`config.mk`:
```
export PLATFORM = sky130hd
export DESIGN_NAME = json_string_unescape_unit
export DESIGN_NICKNAME = d
export VERILOG_FILES = /design/src/rtl/jsu_pkg.sv /design/src/rtl/json_string_unescape_unit.sv /design/src/rtl/jsu_decode.sv /design/src/rtl/jsu_emit.sv
export SDC_FILE = /design/constraint.sdc
export NUM_CORES = 1
export LEC_CHECK = 0
export BUFFER_PORTS_ARGS = -buffer_cell sky130_fd_sc_hd__buf_2
export CAP_MARGIN = 20
export CORE_AREA = 5 5 102 104
export CTS_CLUSTER_DIAMETER = 30
export CTS_CLUSTER_SIZE = 30
export DETAILED_ROUTE_END_ITERATION = 12
export DIE_AREA = 0 0 107 109
export PLACE_DENSITY = 0.71
export SYNTH_ARGS = -nofsm -noshare
export SYNTH_HDL_FRONTEND = slang
export SYNTH_HIERARCHICAL = 1
export SYNTH_SLANG_ARGS = --single-unit
```
`constraint.sdc`:
```
create_clock -name i_clk -period 10.3 [get_ports i_clk]
set_clock_uncertainty 0.2 [all_clocks]
set_input_delay 1.03 -clock i_clk [delete_from_list [all_inputs] [get_ports i_clk]]
set_output_delay 1.03 -clock i_clk [all_outputs]
set_load 0.01 [all_outputs]
```
`src/rtl/jsu_pkg.sv`:
```
// Package: types, codes and helper functions of the JSON string unescape unit.
`timescale 1ns / 1ps

package jsu_pkg;

    // Decoder phase
    typedef enum logic [3:0] {
        PH_SEEK   = 4'd0,
        PH_STR    = 4'd1,
        PH_ESC    = 4'd2,
        PH_HEXHI  = 4'd3,
        PH_WANTBS = 4'd4,
        PH_WANTU  = 4'd5,
        PH_HEXLO  = 4'd6
    } t_phase;

    // Result kind
    typedef enum logic [1:0] {
        KIND_BYTE  = 2'd0,
        KIND_DONE  = 2'd1,
        KIND_ERROR = 2'd2
    } t_kind;

    // Error codes (ERR_NOQUOTE shares the all-zero code used when no error)
    typedef enum logic [2:0] {
        ERR_NOQUOTE = 3'd0,
        ERR_ESCCUT  = 3'd1,
        ERR_UNICODE = 3'd2,
        ERR_SURR    = 3'd3,
        ERR_UNSUPP  = 3'd4,
        ERR_UNTERM  = 3'd5
    } t_err;

    // Text characters
    localparam logic [7:0] CH_QUOTE  = 8'h22;
    localparam logic [7:0] CH_BSLASH = 8'h5C;
    localparam logic [7:0] CH_SLASH  = 8'h2F;
    localparam logic [7:0] CH_B      = 8'h62;
    localparam logic [7:0] CH_F      = 8'h66;
    localparam logic [7:0] CH_N      = 8'h6E;
    localparam logic [7:0] CH_R      = 8'h72;
    localparam logic [7:0] CH_T      = 8'h74;
    localparam logic [7:0] CH_U      = 8'h75;
    localparam logic [7:0] CH_SPACE  = 8'h20;

    // Top six bits of high and low surrogates
    localparam logic [5:0] SURR_HIGH_TAG = 6'b110110;
    localparam logic [5:0] SURR_LOW_TAG  = 6'b110111;
    localparam logic [20:0] SUPPL_BASE   = 21'h10000;

    localparam int RES_MAX = 4;
    localparam int RES_IW  = $clog2(RES_MAX);

    // One group of results caused by one input transaction
    typedef struct packed {
        logic                          nonempty;
        logic [RES_IW-1:0]             last_idx;
        t_kind                         kind;
        t_err                          err;
        logic [RES_MAX-1:0][7:0]       bytes;
    } t_grp;

    typedef struct packed {
        logic [RES_IW-1:0]             last_idx;
        logic [RES_MAX-1:0][7:0]       bytes;
    } t_utf8;

    // Hex digit value, bit 4 set for a non-hex byte
    function automatic logic [4:0] hex_value(input logic [7:0] c);
        logic [4:0] v;
        if (c >= 8'h30 && c <= 8'h39) begin
            v = {1'b0, c[3:0]};
        end else if ((c >= 8'h61 && c <= 8'h66) || (c >= 8'h41 && c <= 8'h46)) begin
            v = {1'b0, c[3:0] + 4'd9};
        end else begin
            v = 5'h10;
        end
        return v;
    endfunction

    // White space: space, tab, LF, VT, FF, CR
    function automatic logic is_space(input logic [7:0] c);
        return (c == CH_SPACE) || (c >= 8'h09 && c <= 8'h0D);
    endfunction

    // UTF-8 encoding of one code point, first byte in slot 0
    function automatic t_utf8 utf8_encode(input logic [20:0] cp);
        t_utf8 u;
        u.bytes = '0;
        if (cp <= 21'h7F) begin
            u.last_idx = RES_IW'(0);
            u.bytes[0] = cp[7:0];
        end else if (cp <= 21'h7FF) begin
            u.last_idx = RES_IW'(1);
            u.bytes[0] = {3'b110, cp[10:6]};
            u.bytes[1] = {2'b10, cp[5:0]};
        end else if (cp <= 21'hFFFF) begin
            u.last_idx = RES_IW'(2);
            u.bytes[0] = {4'b1110, cp[15:12]};
            u.bytes[1] = {2'b10, cp[11:6]};
            u.bytes[2] = {2'b10, cp[5:0]};
        end else begin
            u.last_idx = RES_IW'(3);
            u.bytes[0] = {5'b11110, cp[20:18]};
            u.bytes[1] = {2'b10, cp[17:12]};
            u.bytes[2] = {2'b10, cp[11:6]};
            u.bytes[3] = {2'b10, cp[5:0]};
        end
        return u;
    endfunction

endpackage

```
`src/rtl/json_string_unescape_unit.sv`:
```
// Top level of the JSON string unescape unit: decoder plus result register.
//
//  Channel  Dir  tdata            tuser                      tlast
//  s_axis   in   text byte [7:0]  text end [0]               -
//  m_axis   out  out byte [7:0]   kind [1:0], error [4:2]    final result of the byte
//
//  One input transaction per cycle when it causes at most one result and m_axis does not stall.
//  A byte that gives k results (k up to 4, a UTF-8 sequence) holds
//  s_axis_tready low while the result register drains.
//  The first result of a byte appears in the cycle after the byte is taken, from the result register.
//  Synchronous active-low reset returns the decoder to seeking a quote
//  and empties the result register; stalls on m_axis back up into s_axis.
`timescale 1ns / 1ps

module json_string_unescape_unit (
    input  logic        i_clk,
    input  logic        i_rst_n,
    input  logic        s_axis_tvalid,
    output logic        s_axis_tready,
    input  logic [7:0]  s_axis_tdata,   // [7:0] text_byte
    input  logic [0:0]  s_axis_tuser,   // [0] text_end
    output logic        m_axis_tvalid,
    input  logic        m_axis_tready,
    output logic [7:0]  m_axis_tdata,   // [7:0] out_byte
    output logic [4:0]  m_axis_tuser,   // [1:0] out_kind, [4:2] error_code
    output logic        m_axis_tlast    // last
);

    jsu_pkg::t_grp w_grp;
    logic          w_accept;
    logic [1:0]    w_kind;
    logic [2:0]    w_err;

    assign w_accept = s_axis_tvalid && s_axis_tready;

    jsu_decode u_decode (
        .i_clk    (i_clk),
        .i_rst_n  (i_rst_n),
        .i_accept (w_accept),
        .i_byte   (s_axis_tdata),
        .i_end    (s_axis_tuser[0]),
        .o_grp    (w_grp)
    );

    jsu_emit u_emit (
        .i_clk    (i_clk),
        .i_rst_n  (i_rst_n),
        .i_grp    (w_grp),
        .o_ready  (s_axis_tready),
        .o_valid  (m_axis_tvalid),
        .i_ready  (m_axis_tready),
        .o_byte   (m_axis_tdata),
        .o_kind   (w_kind),
        .o_err    (w_err),
        .o_last   (m_axis_tlast)
    );

    assign m_axis_tuser = {w_err, w_kind};

endmodule

```
`src/rtl/jsu_decode.sv`:
```
// Decoder: phase state machine, hex accumulator and UTF-8 result group build.
`timescale 1ns / 1ps

module jsu_decode (
    input  logic            i_clk,
    input  logic            i_rst_n,
    input  logic            i_accept,
    input  logic [7:0]      i_byte,
    input  logic            i_end,
    output jsu_pkg::t_grp   o_grp
);

    jsu_pkg::t_phase r_phase, n_phase;
    logic [1:0]      r_hex_left, n_hex_left;
    logic [15:0]     r_code, n_code;
    logic [9:0]      r_high, n_high;

    logic [4:0]      w_digit;
    logic            w_bad_digit;
    logic [15:0]     w_code;
    logic            w_is_high;
    logic            w_is_low;
    logic [20:0]     w_pair_cp;
    jsu_pkg::t_utf8  w_bmp_enc;
    jsu_pkg::t_utf8  w_pair_enc;

    // Digit decode and shifted accumulator
    assign w_digit     = i_end ? 5'h10 : jsu_pkg::hex_value(i_byte);
    assign w_bad_digit = w_digit[4];
    assign w_code      = {r_code[11:0], w_digit[3:0]};
    assign w_is_high   = (w_code[15:10] == jsu_pkg::SURR_HIGH_TAG);
    assign w_is_low    = (w_code[15:10] == jsu_pkg::SURR_LOW_TAG);
    assign w_pair_cp   = jsu_pkg::SUPPL_BASE + {1'b0, r_high, w_code[9:0]};
    assign w_bmp_enc   = jsu_pkg::utf8_encode({5'd0, w_code});
    assign w_pair_enc  = jsu_pkg::utf8_encode(w_pair_cp);

    // Next state
    always_comb begin
        n_phase    = r_phase;
        n_hex_left = r_hex_left;
        n_code     = r_code;
        n_high     = r_high;
        if (i_accept) begin
            case (r_phase)
                jsu_pkg::PH_STR: begin
                    if (i_end || i_byte == jsu_pkg::CH_QUOTE) begin
                        n_phase = jsu_pkg::PH_SEEK;
                    end else if (i_byte == jsu_pkg::CH_BSLASH) begin
                        n_phase = jsu_pkg::PH_ESC;
                    end
                end
                jsu_pkg::PH_ESC: begin
                    if (i_end) begin
                        n_phase = jsu_pkg::PH_SEEK;
                    end else begin
                        case (i_byte)
                            jsu_pkg::CH_QUOTE, jsu_pkg::CH_BSLASH, jsu_pkg::CH_SLASH,
                            jsu_pkg::CH_B, jsu_pkg::CH_F, jsu_pkg::CH_N,
                            jsu_pkg::CH_R, jsu_pkg::CH_T: begin
                                n_phase = jsu_pkg::PH_STR;
                            end
                            jsu_pkg::CH_U: begin
                                n_phase    = jsu_pkg::PH_HEXHI;
                                n_hex_left = 2'd3;
                                n_code     = '0;
                            end
                            default: begin
                                n_phase = jsu_pkg::PH_SEEK;
                            end
                        endcase
                    end
                end
                jsu_pkg::PH_HEXHI, jsu_pkg::PH_HEXLO: begin
                    if (w_bad_digit) begin
                        n_phase = jsu_pkg::PH_SEEK;
                    end else begin
                        n_code = w_code;
                        if (r_hex_left != 2'd0) begin
                            n_hex_left = r_hex_left - 2'd1;
                        end else if (r_phase == jsu_pkg::PH_HEXHI) begin
                            if (w_is_high) begin
                                n_high  = w_code[9:0];
                                n_phase = jsu_pkg::PH_WANTBS;
                            end else if (w_is_low) begin
                                n_phase = jsu_pkg::PH_SEEK;
                            end else begin
                                n_phase = jsu_pkg::PH_STR;
                            end
                        end else begin
                            n_phase = w_is_low ? jsu_pkg::PH_STR : jsu_pkg::PH_SEEK;
                        end
                    end
                end
                jsu_pkg::PH_WANTBS: begin
                    n_phase = (!i_end && i_byte == jsu_pkg::CH_BSLASH) ?
                              jsu_pkg::PH_WANTU : jsu_pkg::PH_SEEK;
                end
                jsu_pkg::PH_WANTU: begin
                    if (!i_end && i_byte == jsu_pkg::CH_U) begin
                        n_phase    = jsu_pkg::PH_HEXLO;
                        n_hex_left = 2'd3;
                        n_code     = '0;
                    end else begin
                        n_phase = jsu_pkg::PH_SEEK;
                    end
                end
                // seeking the opening quote, also any unused code
                default: begin
                    n_phase = (!i_end && i_byte == jsu_pkg::CH_QUOTE) ?
                              jsu_pkg::PH_STR : jsu_pkg::PH_SEEK;
                end
            endcase
        end
    end

    // Result group for the current transaction
    always_comb begin
        o_grp          = '0;
        o_grp.kind     = jsu_pkg::KIND_BYTE;
        o_grp.err      = jsu_pkg::ERR_NOQUOTE;
        case (r_phase)
            jsu_pkg::PH_STR: begin
                o_grp.nonempty = !(!i_end && i_byte == jsu_pkg::CH_BSLASH);
                if (i_end) begin
                    o_grp.kind = jsu_pkg::KIND_ERROR;
                    o_grp.err  = jsu_pkg::ERR_UNTERM;
                end else if (i_byte == jsu_pkg::CH_QUOTE) begin
                    o_grp.kind = jsu_pkg::KIND_DONE;
                end else begin
                    o_grp.bytes[0] = i_byte;
                end
            end
            jsu_pkg::PH_ESC: begin
                o_grp.nonempty = 1'b1;
                if (i_end) begin
                    o_grp.kind = jsu_pkg::KIND_ERROR;
                    o_grp.err  = jsu_pkg::ERR_ESCCUT;
                end else begin
                    case (i_byte)
                        jsu_pkg::CH_QUOTE, jsu_pkg::CH_BSLASH, jsu_pkg::CH_SLASH: begin
                            o_grp.bytes[0] = i_byte;
                        end
                        jsu_pkg::CH_B: o_grp.bytes[0] = 8'h08;
                        jsu_pkg::CH_F: o_grp.bytes[0] = 8'h0C;
                        jsu_pkg::CH_N: o_grp.bytes[0] = 8'h0A;
                        jsu_pkg::CH_R: o_grp.bytes[0] = 8'h0D;
                        jsu_pkg::CH_T: o_grp.bytes[0] = 8'h09;
                        jsu_pkg::CH_U: o_grp.nonempty = 1'b0;
                        default: begin
                            o_grp.kind = jsu_pkg::KIND_ERROR;
                            o_grp.err  = jsu_pkg::ERR_UNSUPP;
                        end
                    endcase
                end
            end
            jsu_pkg::PH_HEXHI, jsu_pkg::PH_HEXLO: begin
                if (w_bad_digit) begin
                    o_grp.nonempty = 1'b1;
                    o_grp.kind     = jsu_pkg::KIND_ERROR;
                    o_grp.err      = jsu_pkg::ERR_UNICODE;
                end else if (r_hex_left == 2'd0) begin
                    if (r_phase == jsu_pkg::PH_HEXHI) begin
                        if (w_is_low) begin
                            o_grp.nonempty = 1'b1;
                            o_grp.kind     = jsu_pkg::KIND_ERROR;
                            o_grp.err      = jsu_pkg::ERR_SURR;
                        end else if (!w_is_high) begin
                            o_grp.nonempty = 1'b1;
                            o_grp.last_idx = w_bmp_enc.last_idx;
                            o_grp.bytes    = w_bmp_enc.bytes;
                        end
                    end else begin
                        o_grp.nonempty = 1'b1;
                        if (w_is_low) begin
                            o_grp.last_idx = w_pair_enc.last_idx;
                            o_grp.bytes    = w_pair_enc.bytes;
                        end else begin
                            o_grp.kind = jsu_pkg::KIND_ERROR;
                            o_grp.err  = jsu_pkg::ERR_SURR;
                        end
                    end
                end
            end
            jsu_pkg::PH_WANTBS: begin
                if (i_end || i_byte != jsu_pkg::CH_BSLASH) begin
                    o_grp.nonempty = 1'b1;
                    o_grp.kind     = jsu_pkg::KIND_ERROR;
                    o_grp.err      = jsu_pkg::ERR_SURR;
                end
            end
            jsu_pkg::PH_WANTU: begin
                if (i_end || i_byte != jsu_pkg::CH_U) begin
                    o_grp.nonempty = 1'b1;
                    o_grp.kind     = jsu_pkg::KIND_ERROR;
                    o_grp.err      = jsu_pkg::ERR_SURR;
                end
            end
            // seeking: anything but white space or a quote is an error
            default: begin
                if (i_end || (i_byte != jsu_pkg::CH_QUOTE && !jsu_pkg::is_space(i_byte)))
                begin
                    o_grp.nonempty = 1'b1;
                    o_grp.kind     = jsu_pkg::KIND_ERROR;
                    o_grp.err      = jsu_pkg::ERR_NOQUOTE;
                end
            end
        endcase
        if (!i_accept) begin
            o_grp.nonempty = 1'b0;
        end
    end

    // State registers
    always_ff @(posedge i_clk) begin
        if (!i_rst_n) begin
            r_phase    <= jsu_pkg::PH_SEEK;
            r_hex_left <= '0;
            r_code     <= '0;
            r_high     <= '0;
        end else begin
            r_phase    <= n_phase;
            r_hex_left <= n_hex_left;
            r_code     <= n_code;
            r_high     <= n_high;
        end
    end

endmodule

```
`src/rtl/jsu_emit.sv`:
```
// Result register: holds one result group and hands it out one transaction a cycle while i_ready is high.
`timescale 1ns / 1ps

module jsu_emit (
    input  logic            i_clk,
    input  logic            i_rst_n,
    input  jsu_pkg::t_grp   i_grp,
    output logic            o_ready,
    output logic            o_valid,
    input  logic            i_ready,
    output logic [7:0]      o_byte,
    output logic [1:0]      o_kind,
    output logic [2:0]      o_err,
    output logic            o_last
);

    logic                          r_valid, n_valid;
    logic [jsu_pkg::RES_IW-1:0]    r_idx, n_idx;
    jsu_pkg::t_grp                 r_grp, n_grp;
    logic                          w_pop;
    logic                          w_at_last;

    assign w_pop     = r_valid && i_ready;
    assign w_at_last = (r_idx == r_grp.last_idx);
    // free for a new group when empty or once the final result of this one leaves
    assign o_ready   = !r_valid || (w_pop && w_at_last);

    // Next group and read index
    always_comb begin
        n_valid = r_valid;
        n_idx   = r_idx;
        n_grp   = r_grp;
        if (o_ready && i_grp.nonempty) begin
            n_valid = 1'b1;
            n_idx   = '0;
            n_grp   = i_grp;
        end else if (w_pop && w_at_last) begin
            n_valid = 1'b0;
        end else if (w_pop) begin
            n_idx = r_idx + 1'b1;
        end
    end

    always_ff @(posedge i_clk) begin
        if (!i_rst_n) begin
            r_valid <= 1'b0;
            r_idx   <= '0;
        end else begin
            r_valid <= n_valid;
            r_idx   <= n_idx;
        end
    end

    // Payload needs no reset
    always_ff @(posedge i_clk) begin
        r_grp <= n_grp;
    end

    assign o_valid = r_valid;
    assign o_byte  = r_grp.bytes[r_idx];
    assign o_kind  = r_grp.kind;
    assign o_err   = r_grp.err;
    assign o_last  = w_at_last;

endmodule

```
==> Word-level counts from Yosys, hierarchy flattened <==
Cells that the tools add are included.
{ "totals": {"in_bits": 13, "ff_bits": 70, "elab_cells": 186} }
{ "op_classes": {"eq_ne": 29, "n_bitwise": 6, "n_reduce_logical": 38, "n_lt_le_gt_ge": 14, "muxes": 82, "n_addsub": 4} }
{ "op_table": {"columns": ["op", "count"], "rows": [
  ["32-bit two-way mux", 3],
  ["40-bit two-way mux", 2],
  ["8-bit two-way mux", 9],
  ["8-bit by 7-bit == test with 1-bit output (second input constant)", 7],
  ["5-bit two-way mux", 11],
  ["12-bit two-way mux", 4],
  ["24-bit two-way mux", 2],
  ["8-bit case mux with 6 select lines", 1],
  ["12-bit case mux with 3 select lines", 1],
  ["16-bit two-way mux", 2],
  ["4-bit two-way mux", 7],
  ["5-bit case mux with 5 select lines", 1],
  ["8-bit by 6-bit == test with 1-bit output (second input constant)", 3],
  ["2-bit two-way mux", 12],
  ["8-bit case mux with 3 select lines", 1],
  ["22-bit two-way mux", 1],
  ["17-bit by 20-bit adder with 21-bit output (first input constant)", 1],
  ["21-bit by 11-bit <= comparator with 1-bit output (second input constant)", 1],
  ["21-bit by 16-bit <= comparator with 1-bit output (second input constant)", 1],
  ["21-bit by 7-bit <= comparator with 1-bit output (second input constant)", 1],
  ["4-bit case mux with 5 select lines", 1],
  ["8-bit binary-select mux with 2-bit select", 1],
  ["8-bit by 7-bit greater-or-equal comparator with 1-bit output (second input constant)", 2],
  ["16-bit by 11-bit <= comparator with 1-bit output (second input constant)", 1],
  ["42 further kinds", 97]
]} }

==> Longest topological paths before layout <==
Gate-level depths: netlist of run 1.
{ "logic_depth": {"depth_word": 19, "depth_mapped": 13, "ltp_nobuf": 13} }

==> Cells and area by module <==
The synthesis of run 1 kept the hierarchy.
{ "by_module_without_submodules": {"columns": ["module", "seq_area_each_um2", "n_inst", "cells_per_inst", "area_per_inst_um2"], "rows": [
  ["jsu_decode", 540.5, 1, 492, 3348.2],
  ["jsu_emit", 1231.2, 1, 77, 1622.8],
  ["json_string_unescape_unit", 0.0, 1, 1, 6.3]
]} }

==> Worst setup path after synthesis of run 1 <==
Ideal clock, no wire load.
{ "synth_timing": {"path_kind": "input -> register", "startpoint": "input s_axis_tdata[0]", "endpoint": "register u_emit.r_grp, in the netlist u_emit/o_err[0], enable pin", "cell_stages": 11, "setup_time_ns": 0.400, "path_slack_ns": 5.720, "arrival_time_ns": 3.980, "path_buffers": 0, "cell_sequence": "inv_1 ha_1 nor3b_1 nor4b_4 o21ai_2 nand2_1 o21ai_0 and3_1 a21oi_1 a211oi_1 and2_1"} }
{ "synth_rtl": {"columns": ["item", "line", "rtl"], "rows": [
  ["from (decl)", "json_string_unescape_unit.sv:20", "input logic [7:0] s_axis_tdata,"],
  ["to (signal assigned)", "jsu_emit.sv:56", "r_grp <= n_grp;"],
  ["to (decl)", "jsu_emit.sv:19", "jsu_pkg::t_grp r_grp, n_grp;"]
]} }

==> flow_metrics.env, run 1 <==
export IMPL_cts_path_max_buffers=2
export IMPL_netlist_instances=570
export IMPL_period_share_pct=42.6
export IMPL_portBuffers=28
export IMPL_wl_per_cell_um=19.8
export IMPL_worstSkewPairLatency_ps=360
export IMPL_slowest_stage="nor3b_1"
export IMPL_grt_total_usage_pct=23.9
export IMPL_crit_family="simple AND/OR/NAND/NOR gates"
export IMPL_core_um2=9460
export IMPL_critPathBufInv=3
export IMPL_cts_hold_buf=0
export IMPL_fin_crit_ps=4380
export IMPL_holdWs_ps=317
export IMPL_numCtsBuffers=9
export IMPL_synth_edf_count=39
export IMPL_max_freq_ghz=0.228
export IMPL_io_pins=29
export IMPL_cts_sinks=69
export IMPL_cts_resized=0
export IMPL_grt_pass1_vias=4236
export IMPL_cts_setup_buffers=0
export IMPL_critPathMaxStageDelay_ps=520
export IMPL_multi_input_area_um2=2920
export IMPL_htree_levels=3
export IMPL_hold_violations=0
export IMPL_cp_required_ps=10100
export IMPL_ant_nets=0
export IMPL_avgViaCountPerCell=6.69
export IMPL_power_leakage_nw=1.86
export IMPL_worst_pin_slew_ps=1030
export IMPL_setup_viol=0
export IMPL_rsz0062_at_grt="false"
export IMPL_synthFlopType="edfxtp_1"
export IMPL_yosys_warnings=6
export IMPL_yosysUniqueCellTypes=83
export IMPL_cts_tree="yes"
export IMPL_die_area_um2=11700
export IMPL_layout_nets=587
export IMPL_cp_max_fo=39
export IMPL_final_seq_area_um2=1770
export IMPL_post_route_drc_count=0
export IMPL_synth_seq_cells=69
export IMPL_hp_class="reg2reg"
export IMPL_row_count=36
export IMPL_worst_setup_path_start_kind="primary input"
export IMPL_status="complete, no violations"
export IMPL_ys_seq_area_share_pct=35.6
export IMPL_wl_mm=13.5
export IMPL_async_reset_ff_share_pct=0
export IMPL_pwr_density_cell_nw_per_um2=117
export IMPL_dr_pass1_iters=6
export IMPL_hpwl_mm=9.89
export IMPL_cts_reportedPaths_clkPinSlew_ps=80
export IMPL_setup_tns_final_ps=0
export IMPL_crit_chain="buf_2 -> inv_1 -> ha_1 -> nor3b_1 -> nor4b_4 -> o21ai_2 -> nand2_1 -> o21ai_0 -> and3_1 -> a21oi_1 -> a211oi_1 -> and2_1 -> buf_4"
export IMPL_grt_pass1_wl_mm=21.8
export IMPL_setup_worst_path_class="in2reg"
export IMPL_start_util_pct=52.6
export IMPL_gp_congestion=0.962
export IMPL_worst_ep_arrival_time_ps=4180
export IMPL_die_y_um=109
export IMPL_antenna_found_initial=0
export IMPL_die_w_um=107
export IMPL_slew_violations=0
export IMPL_max_cap_viol_count=0
export IMPL_antenna_cells=0
export IMPL_drtIter0Drc=555
export IMPL_slew_headroom_pct=31.1
export IMPL_worstSetupEndpointType="flip-flop"
export IMPL_grt_max_degree=40
export IMPL_peakVddDrop_mv=0.0969
export IMPL_synthToLayoutAreaGrowth_pct=6.18
export IMPL_nFillCells=870
export IMPL_drive_above_1_share_pct=13.7
export IMPL_final_util_pct=55.9
export IMPL_overflow=0
export IMPL_avgSynthCellArea_um2=8.73
export IMPL_netlist_area_um2=4980
export IMPL_via_count=4580
export IMPL_clock_root_buffer="clkbuf_8"
[worst paths after layout]
check                          from                     end  slack [ps]  depth (start not counted)
max                 s_axis_tdata[0]        u_emit/r_grp[24]        5920                         13
min          u_decode/r_hex_left[1]  u_decode/r_hex_left[1]         320                          1
max reg2reg     u_decode/r_phase[2]        u_emit/r_grp[17]        6610                          8
min reg2reg  u_decode/r_hex_left[1]  u_decode/r_hex_left[1]         320                          1
[cell usage after synthesis, drive strengths merged, types with 8 or more instances]
cell type  instances  area [µm²]
o22ai             11        82.6
inv               16        60.1
and3              10        62.6
nand3             29         145
clkbuf            28         105
a21boi            15         113
buf               19         120
o21ai             24         124
o221ai             8        70.1
mux2i             11         110
nor2b             13        81.3
nor3              20         128
edfxtp            39        1170
nand2b            12        77.6
and2              13        81.3
a21oi             24         124
nand2             57         214
o21a               8        60.1
dfxtp             30         601
ha                 8         100
mux4               8         184
nor2              52         195
nor4               8        56.3
[cells by family (layout without fill, tap and decap cells)]
kind of cell    count (synthesis)  count (layout)  share of synthesized area (%)
buf+inv                        64              63                           5.81
xor+xnor                        6               6                           1.21
fa+ha+maj                       8               8                           2.01
mux                            20              20                           6.13
other cells                     1               3                         0.0753
compound gates                156             156                           23.0
flops                          69              69                           35.6
simple gates                  246             246                           26.2
[placed cells by master, fill, tap and decap left out, drive strengths merged, types with 9 or more instances in the layout]
cell type   n
buf        30
a21boi     15
nor2       52
dfxtp      30
mux2i      11
nand2      57
a21oi      24
and3       10
nor3       20
nor2b      13
o21ai      24
inv        19
edfxtp     39
o22ai      11
nand2b     12
and2       13
clkbuf      9
nand3      29
[cell type report]
cell class	instances	area share [%]
multi-input cells	439	55.3
flip-flops and latches	69	33.5
repair buffers	30	2.94
inverters	17	1.21
clock buffers	9	2.34
clock inverters	7	1.96
well taps	114	2.70
[state kept, by name, summed over array words and instances (netlist names)]
name,flops
u_decode/r_hex_left,2
u_emit/o_kind,2
u_emit/o_valid,1
u_decode/r_high,10
u_emit/r_grp,34
u_decode/r_code,12
u_emit/o_err,3
u_decode/r_phase,3
u_emit/r_idx,2
[per-layer routing]
| layer | track usage, % | wire, µm |
|---|---|---|
| met4 | 9.22 | 513 |
| met3 | 4.91 | 1060 |
| met5 | 0 | 0 |
| met1 | 32.2 | 5820 |
| met2 | 37.9 | 6150 |
[where the power goes]
part / switching [W] / total (W) / internal (W)
clock: 0.000116 / 0.000255 / 0.000140
combinational: 0.0000345 / 0.0000545 / 0.0000200
sequential: 0.00000509 / 0.000307 / 0.000302
[stage by stage]
step / instance area (µm²) / total power, W / std cells / worst slack (ps)
2_1_floorplan: 4980 / 0.000351 / 572 / 5720
3_3_place_gp: 5060 / 0.000366 / 669 / 5770
3_5_place_dp: 5060 / 0.000368 / 669 / 5580
4_1_cts: 5290 / 0.000623 / 685 / 5960
5_1_grt: 5290 / 0.000642 / 685 / 5590
6_report: 5290 / 0.000617 / 685 / 5920
[worst register-to-register path, cell delays in order, from the launching register on]
cell       delay [ps]
dfxtp_1           790
xor2_1            230
and2_1            490
o2111ai_1         490
nor2_1            530
and2_1            350
nand2b_2          140
inv_2             150
a22o_1            180
(Power assumes the default switching activity.)
==> run 2: changes to the inputs <==
- ABC_AREA: not set -> 1
- CORE_AREA: 5 5 102 104 -> 5 5 101 103
- DIE_AREA: 0 0 107 109 -> 0 0 106 108
- PLACE_DENSITY: 0.71 -> 0.72
- clock period: 10.3 -> 4.6 ns (I/O delays scaled with it)
==> flow_metrics.env, run 2 <==
export IMPL_worst_pin_slew_ps=769
export IMPL_synth_fa_ha_area_share_pct=2.03
export IMPL_cts_path_max_buffers=2
export IMPL_worst_setup_path_start_kind="flip-flop"
export IMPL_cts_tree="yes"
export IMPL_ant_nets=0
export IMPL_max_freq_ghz=0.306
export IMPL_grt_pass1_wl_mm=24.2
export IMPL_cp_max_fo=39
export IMPL_clock_root_buffer="clkbuf_8"
export IMPL_crit_start="u_decode/r_phase[2]"
export IMPL_dpl_instance_area_um2=5070
export IMPL_cp_required_ps=4380
export IMPL_slew_violations=0
export IMPL_crit_reg2reg_launch="u_decode/r_phase[2]"
export IMPL_rsz0062_at_grt="false"
export IMPL_grt_max_degree=40
export IMPL_overflow=0
export IMPL_nFillCells=881
export IMPL_final_cell_area_um2=5310
export IMPL_synthSimpleGateAreaFrac_pct=32.1
export IMPL_netlist_instances=695
export IMPL_largest_register_ffs=34
export IMPL_placedCellCount=814
export IMPL_worst_ep_arrival_time_ps=3050
export IMPL_numCtsBuffers=9
export IMPL_yosysTopAreaCellShare_pct=23.7
export IMPL_hold_depth=2
export IMPL_cts_setup_buffers=0
export IMPL_synth_mux_area_fraction_pct=0
export IMPL_grt_pass1_vias=4593
export IMPL_die_w_um=106
export IMPL_drive_above_1_share_pct=13.1
export IMPL_yosys_area_top_type="edfxtp_1"
export IMPL_hpwl_mm=11.6
export IMPL_reg2reg_depth=13
export IMPL_netlist_top_cells_area="edfxtp_1 (24%), dfxtp_1 (12%), nand2_1 (8.8%)"
export IMPL_setup_tns_final_ps=0
export IMPL_post_route_drc_count=0
export IMPL_hp_class="reg2reg"
export IMPL_synth_top_family_by_area="simple AND/OR/NAND/NOR gates"
export IMPL_portBuffers=28
export IMPL_ys_seq_area_share_pct=35.9
export IMPL_yosysUniqueCellTypes=44
export IMPL_min_delay_start="u_decode/r_high[9]"
export IMPL_cts_reportedPaths_clkPinSlew_ps=90
export IMPL_pre_cts_slack_ps=1130
export IMPL_setup_slack_ps=1330
export IMPL_drtIter0Drc=718
export IMPL_layout_commonest_cell="nand2_1"
export IMPL_avgSynthCellArea_um2=7.10
export IMPL_row_count=35
export IMPL_hold_violations=0
export IMPL_cts_sinks=69
export IMPL_synthTopCellsByCount="nand2_1 (115), nor2_1 (97), inv_1 (87), o21ai_0 (56), a21oi_1 (47)"
export IMPL_synth_xor_area_share_pct=0.533
export IMPL_top_register="u_emit/r_grp"
export IMPL_wl_mm=15.0
export IMPL_wl_per_cell_um=18.1
export IMPL_worstSetupEndpointType="flip-flop"
export IMPL_setup_worst_path_class="reg2reg"
export IMPL_htree_levels=3
export IMPL_status="complete, no violations"
export IMPL_via_count=4977
export IMPL_synth_edf_count=39
export IMPL_yosys_cell_count_top_type="nand2_1"
export IMPL_antenna_cells=0
export IMPL_avgViaCountPerCell=5.99
export IMPL_die_area_um2=11400
export IMPL_start_util_pct=54.1
export IMPL_synth_compound_area_share_pct=18.6
export IMPL_grt_total_usage_pct=27.1
export IMPL_synth_seq_cells=69
export IMPL_netlist_area_um2=4930
export IMPL_core_um2=9110
export IMPL_layout_nets=736
export IMPL_final_util_pct=58.3
export IMPL_antenna_found_initial=0
export IMPL_slew_headroom_pct=48.7
export IMPL_synthFlopType="edfxtp_1"
export IMPL_cts_hold_buf=0
export IMPL_setup_viol=0
export IMPL_period_share_pct=71.0
export IMPL_synthToLayoutAreaGrowth_pct=7.61
export IMPL_reg_largest_list="u_emit/r_grp x34, u_decode/r_code x12, u_decode/r_high x10"
export IMPL_fin_crit_ps=3270
export IMPL_power_leakage_nw=2.28
export IMPL_max_cap_viol_count=0
export IMPL_stdcell_count=831
export IMPL_yosys_warnings=6
export IMPL_dr_pass1_iters=6
export IMPL_pwr_density_cell_nw_per_um2=318
export IMPL_cts_resized=0
export IMPL_peakVddDrop_mv=0.195
export IMPL_gp_congestion=1.02
export IMPL_async_reset_ff_share_pct=0
export IMPL_die_y_um=108
export IMPL_io_pins=29
export IMPL_layout_common_cells="nand2_1 (115), nor2_1 (97), inv_1 (87), o21ai_0 (56), a21oi_1 (47)"
export IMPL_worstSkewPairLatency_ps=360
==> run 2: worst max-delay path, stage by stage (launching register included) <==
cell and delay, ps:
dfxtp_1 350, inv_1 70, nand2_1 80, nor2_1 50, buf_4 170, a21oi_1 500, nand2_1 160, inv_1 80
nand3_1 130, o2111ai_1 110, o311ai_0 140, inv_1 170, nand2_2 100, inv_2 570
==> run 2: final timing paths <==
kind / endpoint / slack, ps
max: u_emit/r_grp[0] / 1330
min: u_decode/r_high[9] / 300
max reg2reg: u_emit/r_grp[0] / 1330
min reg2reg: u_decode/r_high[9] / 300
==> run 2: cells by family (layout without fill, tap and decap cells) <==
| logic type | Yosys count | after routing |
|---|---|---|
| XOR/XNOR | 3 | 3 |
| adder cells (fa/ha/maj) | 8 | 8 |
| other | 1 | 3 |
| buffers and inverters | 122 | 145 |
| flip-flops | 69 | 69 |
| AND/OR/NAND/NOR | 329 | 329 |
| AO/OA/AOI/OAI | 163 | 163 |
==> run 2: area by class of cell <==
class / instances / area (µm²) / area share [%]
Tap cell: 111 / 139 / 2.62
Clock inverter: 7 / 106 / 2.00
Multi-Input combinational cell: 506 / 2640 / 49.7
Clock buffer: 9 / 124 / 2.33
Inverter: 98 / 369 / 6.95
Timing Repair Buffer: 31 / 160 / 3.02
Sequential cell: 69 / 1770 / 33.4
==> run 2: stage by stage <==
| step | hold WS (ps) | total power [W] |
|---|---|---|
| after floorplan | 231 | 0.00102 |
| after global placement | 259 | 0.00113 |
| after detailed placement | 281 | 0.00112 |
| after CTS | 294 | 0.00169 |
| after global routing | 320 | 0.00178 |
| final | 296 | 0.00169 |
==> run 2: report_power, final <==
group	internal [W]	total, W	leakage (nW)	switching [W]
sequential	0.000732	0.000771	0.621	0.0000389
clock	0.000315	0.000575	0.116	0.000260
combinational	0.0000952	0.000344	1.54	0.000249
total	0.00114	0.00169	2.28	0.000548
==> run 2: routing by layer <==
metal / part of all wire (%) / vias up / track usage [%]
li1: - / 2395 / -
met1: 44 / 2260 / 37.8
met2: 44 / 259 / 41.8
met3: 7.4 / 63 / 3.58
met4: 4.7 / 0 / 13.0
met5: 0 / - / 0
